$ cat src/rtl/dcfa_pkg.sv
package dcfa_pkg;

    localparam int NUM_REGS    = 32;
    localparam int STACK_DEPTH = 4;

    localparam int RIDX_W  = $clog2(NUM_REGS);
    localparam int IDX_W   = $clog2(NUM_REGS + 1);
    localparam int LVL_W   = $clog2(STACK_DEPTH + 1);
    localparam int LVL_IW  = (STACK_DEPTH > 1) ? $clog2(STACK_DEPTH) : 1;
    localparam int SAVE_D  = STACK_DEPTH * NUM_REGS;
    localparam int SAVE_AW = (SAVE_D > 1) ? $clog2(SAVE_D) : 1;

    localparam int CFG_IW = 2;
    localparam int CFG_DW = 32;

    localparam logic [CFG_IW-1:0] CFG_CODE_ALIGN = 2'd0;
    localparam logic [CFG_IW-1:0] CFG_DATA_ALIGN = 2'd1;
    localparam logic [CFG_IW-1:0] CFG_TARGET     = 2'd2;
    localparam logic [CFG_IW-1:0] CFG_ADDR_BYTES = 2'd3;

    typedef struct packed {
        logic [7:0] data_byte;
        logic       section;
        logic       first_byte;
        logic       last_byte;
    } t_in_word;

    typedef struct packed {
        logic               row_kind;
        logic [5:0]         reg_index;
        logic [2:0]         rule;
        logic signed [63:0] rule_value;
        logic [15:0]        cfa_register;
        logic signed [31:0] cfa_offset;
        logic               cfa_is_expression;
        logic [15:0]        cfa_expr_pos;
        logic               stack_overflow;
        logic               restore_underflow;
        logic               reg_out_of_range;
        logic               last;
    } t_out_word;

    typedef enum logic [2:0] {
        CMD_IDLE,
        CMD_BYTE,
        CMD_PUSH,
        CMD_POP,
        CMD_SNAP,
        CMD_EMIT
    } t_cmd_op;

    typedef struct packed {
        t_cmd_op          op;
        logic [IDX_W-1:0] idx;
    } t_cmd;

    typedef struct packed {
        logic push;
        logic pop;
        logic snap;
        logic emit;
    } t_status;

endpackage

$ cat src/rtl/dcfa_ctrl.sv
module dcfa_ctrl (
    input  logic              i_clk,
    input  logic              i_rst_n,
    input  logic              i_start,
    input  dcfa_pkg::t_status i_status,
    output dcfa_pkg::t_cmd    o_cmd,
    output logic              o_busy
);
    import dcfa_pkg::*;

    typedef enum logic [2:0] {
        S_IDLE,
        S_PUSH,
        S_POP,
        S_DRAIN,
        S_SNAP,
        S_EMIT
    } t_state;

    t_state           r_state;
    logic [IDX_W-1:0] r_cnt;
    logic             r_snap_pend;
    logic             r_emit_pend;

    function automatic t_state next_work(input logic snap, input logic emit);
        t_state s;
        if (snap) begin
            s = S_SNAP;
        end else if (emit) begin
            s = S_EMIT;
        end else begin
            s = S_IDLE;
        end
        return s;
    endfunction

    assign o_busy = (r_state != S_IDLE);

    always_comb begin
        o_cmd.idx = r_cnt;
        o_cmd.op  = CMD_IDLE;
        unique case (r_state)
            S_IDLE:  o_cmd.op = i_start ? CMD_BYTE : CMD_IDLE;
            S_PUSH:  o_cmd.op = CMD_PUSH;
            S_POP:   o_cmd.op = CMD_POP;
            S_DRAIN: o_cmd.op = CMD_IDLE;
            S_SNAP:  o_cmd.op = CMD_SNAP;
            S_EMIT:  o_cmd.op = CMD_EMIT;
            default: o_cmd.op = CMD_IDLE;
        endcase
    end

    always_ff @(posedge i_clk) begin
        if (!i_rst_n) begin
            r_state     <= S_IDLE;
            r_cnt       <= '0;
            r_snap_pend <= 1'b0;
            r_emit_pend <= 1'b0;
        end else begin
            unique case (r_state)
                S_IDLE: begin
                    r_cnt <= '0;
                    if (i_start) begin
                        r_snap_pend <= i_status.snap;
                        r_emit_pend <= i_status.emit;
                        if (i_status.push) begin
                            r_state <= S_PUSH;
                        end else if (i_status.pop) begin
                            r_state <= S_POP;
                        end else begin
                            r_state <= next_work(i_status.snap, i_status.emit);
                        end
                    end
                end
                S_PUSH: begin
                    if (r_cnt == IDX_W'(NUM_REGS - 1)) begin
                        r_cnt   <= '0;
                        r_state <= next_work(r_snap_pend, r_emit_pend);
                    end else begin
                        r_cnt <= r_cnt + 1'b1;
                    end
                end
                S_POP: begin
                    if (r_cnt == IDX_W'(NUM_REGS - 1)) begin
                        r_cnt   <= '0;
                        r_state <= S_DRAIN;
                    end else begin
                        r_cnt <= r_cnt + 1'b1;
                    end
                end
                S_DRAIN: begin
                    r_state <= next_work(r_snap_pend, r_emit_pend);
                end
                S_SNAP: begin
                    r_snap_pend <= 1'b0;
                    r_cnt       <= '0;
                    r_state     <= r_emit_pend ? S_EMIT : S_IDLE;
                end
                S_EMIT: begin
                    if (r_cnt == IDX_W'(NUM_REGS)) begin
                        r_cnt       <= '0;
                        r_emit_pend <= 1'b0;
                        r_state     <= S_IDLE;
                    end else begin
                        r_cnt <= r_cnt + 1'b1;
                    end
                end
                default: r_state <= S_IDLE;
            endcase
        end
    end

endmodule

$ cat config.mk
export PLATFORM = sky130hd
export DESIGN_NAME = dcfa_ctrl
export DESIGN_NICKNAME = d
export VERILOG_FILES = /design/src/rtl/dcfa_pkg.sv /design/src/rtl/dcfa_ctrl.sv
export SDC_FILE = /design/constraint.sdc
export NUM_CORES = 1
export LEC_CHECK = 0
export BUFFER_PORTS_ARGS = -buffer_cell sky130_fd_sc_hd__buf_2
export CORE_MARGIN = 10
export CORE_UTILIZATION = 50
export DETAILED_ROUTE_END_ITERATION = 8
export PLACE_DENSITY = 0.73
export REMOVE_ABC_BUFFERS = 1
export SKIP_LAST_GASP = 1
export SLEW_MARGIN = 20
export SYNTH_ARGS = -nofsm -noshare
export SYNTH_HDL_FRONTEND = slang
export SYNTH_SLANG_ARGS = --single-unit
$ cat constraint.sdc
create_clock -name i_clk -period 1.7 [get_ports i_clk]
set_input_delay 0.085 -clock i_clk [delete_from_list [all_inputs] [get_ports i_clk]]
set_output_delay 0.085 -clock i_clk [all_outputs]
set_load 0.03 [all_outputs]
==> impl_results.md <==
- Register-to-Register Setup Slack: around 0.12 ns
- Worst Path Class, Setup: flip-flop to flip-flop
- Buf+Inv Stages, Crit Path: 0
- Diodes inserted: 0
- Rows: 13
- Register bit total from synthesis: 11
- Yosys warning count: 0
- Post-synth EDFFs: 0
- Cell variety after synth: 37
- Critical path launch point type: flip-flop
- Die Y: roughly 58 µm
- Syn Area/Cell: about 8 µm²
- R2r endpoint: r_cnt[1]$_SDFFE_PN0P_
- Most frequent cells in the layout: buf_2, nor2_1, dfxtp_1
- Largest delay share family, worst path: compound AO/OA/AOI/OAI gates
- Sinks on Clock Net: 11
- Largest net degree at the start of global routing: 14
- Placed Instances: 120
- WL final: 1.789 mm
- First element of the critical path: r_cnt[1]$_SDFFE_PN0P_
- Commonest non-fill, non-tap cell in the layout: buf_2
- CTS buffer count: 3
- CTS tree: yes
- Initial Utilization: 53.85%
- Worst VDD drop: around 700 µV
- Non-Filler Instances: between 100 and 150
- Main synth FF type: dfxtp_1
- Clk pin slew, worst setup/hold paths: roughly 0.08 ns
- Asr flop ratio synth: 0%
- First-pass GRT wire length: 2.980 mm
- RSZ-0062 raised after global routing: no
- Outcome: complete, no violations
- Critical Path Max Stage Delay: between 0.4 and 0.5 ns
- PortBufs: 16
- GRT Util Overall: a little over a tenth
- Worst Skew: ~0.0013 ns
- Core Area: roughly 0.0013 mm²
- Final slew viol count: 0
- Synthesized netlist cell count: 90
- Clock Path Buffers: 2
- Drt drc: 0
- Finish-stage setup viols: 0
- Critical-path top delay cell: o311a_1
- Critical Path End: r_cnt[1]$_SDFFE_PN0P_
- Drt wl/cell: 14.31 µm
- Final period utilization: between 90% and 100%
- Layout area overhead: 19.22%
- Share of post-route cells with drive strength above 1: 25.45%
- R2r startpoint: r_cnt[1]$_SDFFE_PN0P_
- Vias: around 730
- Critical Path End Type: flip-flop
- Cells along the critical path: ha_1 > nand4_1 > o311a_1 > a31oi_4 > nor2_1
- NumNets Final: 120
- PwrDens: about 1400 mW/mm²
- Gr ovfl total: 0
- ANT nets after route: 0
- R2R cell count: 5
- GPL Wtd Cong: 0.8522
- Worst EP required: approximately 1.9 ns
- Iter 0 DRT Violations: 25
- Vias per cell: around 6
- HPWL Detailed: roughly 1.4 mm
- CTS root buffer: clkbuf_4
- Hold Vio Cnt, Final: 0
- P_leak: 0.3538 nW
- CP arrival: ~1.7 ns
- Relative slew slack: 74.84%
- F_max: 632.6 MHz
- Skew-Pair Late Insertion Delay: about 0.27 ns
- Sequential share of the synthesized area: 31.04%
- Antenna violations before repair: 0
- Worst-margin pin slew: around 0.37 ns
- Synthesized area: just over 700 µm²
- Ports: 17
- H-Tree Depth: 1
- Hold Buf Count CTS: 0
- Max Cap Violations: 0
- Crit path time final: about 1.6 ns
- Max FO, Critical Path: 5
- CP Depth: 5
- Core Util, Final: ~64%
- Chip Width: about 58 µm
- Tightest Hold Check Type: primary input to flip-flop
- Die area: between 0.003 and 0.004 mm²
- Vias in the first global route: about 660
- TritonRoute pass-1 iters: 4
==> metrics by stage <==
stage / instance area [µm²] / setup TNS [ns] / total power, mW / setup slack [ns] / hold WS (ns)
CTS: 837.1 / 0 / 1.199 / 0.09341 / 0.07006
floorplan: 689.4 / -0.1032 / 0.8216 / -0.02332 / 0.2198
global placement: 810.8 / 0 / 1.003 / 0.1150 / 0.3487
detailed placement: 810.8 / 0 / 1.013 / 0.1061 / 0.3576
finish: 845.8 / 0 / 1.195 / 0.1192 / 0.07463
global route: 845.8 / 0 / 1.287 / 0.006728 / 0.1134
==> sequential cells by signal, summed over array words and instances (netlist names) <==
register	flops
r_snap_pend	1
r_emit_pend	1
r_cnt	6
r_state	3
==> worst register-to-register path, stage by stage (launching register included) <==
cell,delay [ns]
dfxtp_1,0.37
ha_1,0.21
nand4_1,0.18
o311a_1,0.41
a31oi_4,0.22
nor2_1,0.08
==> logic make-up after synthesis <==
family	share of synthesized area, %
DFF	31.04
adders and majority gates	3.527
xor gates and xnor gates	6.174
buffers and inverters	5.468
AOI/OAI and AO/OA	23.81
and+or+nand+nor	29.98
==> how the worst min path moves through the flow <==
| stage | start | endpoint | slack [ns] | depth (start not counted) |
|---|---|---|---|---|
| 2_1_floorplan | i_status[1] | r_snap_pend$_SDFFE_PN0P_ | 0.22 | 2 |
| 3_3_place_gp | i_status[1] | r_snap_pend$_SDFFE_PN0P_ | 0.35 | 3 |
| 3_5_place_dp | i_status[1] | r_snap_pend$_SDFFE_PN0P_ | 0.36 | 3 |
| 4_1_cts | i_status[1] | r_snap_pend$_SDFFE_PN0P_ | 0.07 | 3 |
| 5_1_grt | i_status[1] | r_snap_pend$_SDFFE_PN0P_ | 0.11 | 3 |
| 6_report | i_status[1] | r_snap_pend$_SDFFE_PN0P_ | 0.07 | 3 |
==> cell usage after synthesis (2+ instances only) <==
cell type,number,share of area [%]
a21oi_1,4,2.8
o21a_1,2,2.1
a21boi_1,2,2.1
nand3_1,2,1.4
dfxtp_1,11,31
nor4b_1,2,2.5
or2_2,2,1.8
inv_1,5,2.6
xor2_1,3,3.7
o21ai_0,2,1.4
nor3b_1,3,3.2
buf_2,4,2.8
nand2_1,8,4.2
ha_1,2,3.5
nand4_1,3,2.6
nor2_1,12,6.3
xnor2_1,2,2.5
and2_1,2,1.8
==> where the power goes <==
part / switching, mW / internal, mW
registers: 0.0732 / 0.304
logic: 0.386 / 0.246
clock network: 0.0950 / 0.0907
total: 0.554 / 0.641
==> final cells by class <==
| type | instances | area, µm² |
|---|---|---|
| fillers | 106 | 471.7 |
| multi-input cells | 70 | 450.4 |
| flip-flops and latches | 11 | 221.5 |
| repair buffers | 20 | 110.1 |
| clock buffers | 4 | 26.28 |
| inverters | 5 | 18.77 |
| well taps | 15 | 18.77 |
==> per-layer routing <==
metal  part of all wire, %  up-vias  GRT usage [%]
met5                     0        -              0
met4                   2.1        0          6.040
met3                   8.0        4          3.050
met2                    48       25          15.95
met1                    42      340          13.47
li1                      -      364              -
==> what timing repair did <==
action	in CTS	in global routing
setup buffers	0	1
endpoints found under the hold margin	0	0
setup endpoints to repair	0	6
gates resized for setup	0	1
Note: power is estimated with default switching activity, not from simulation.
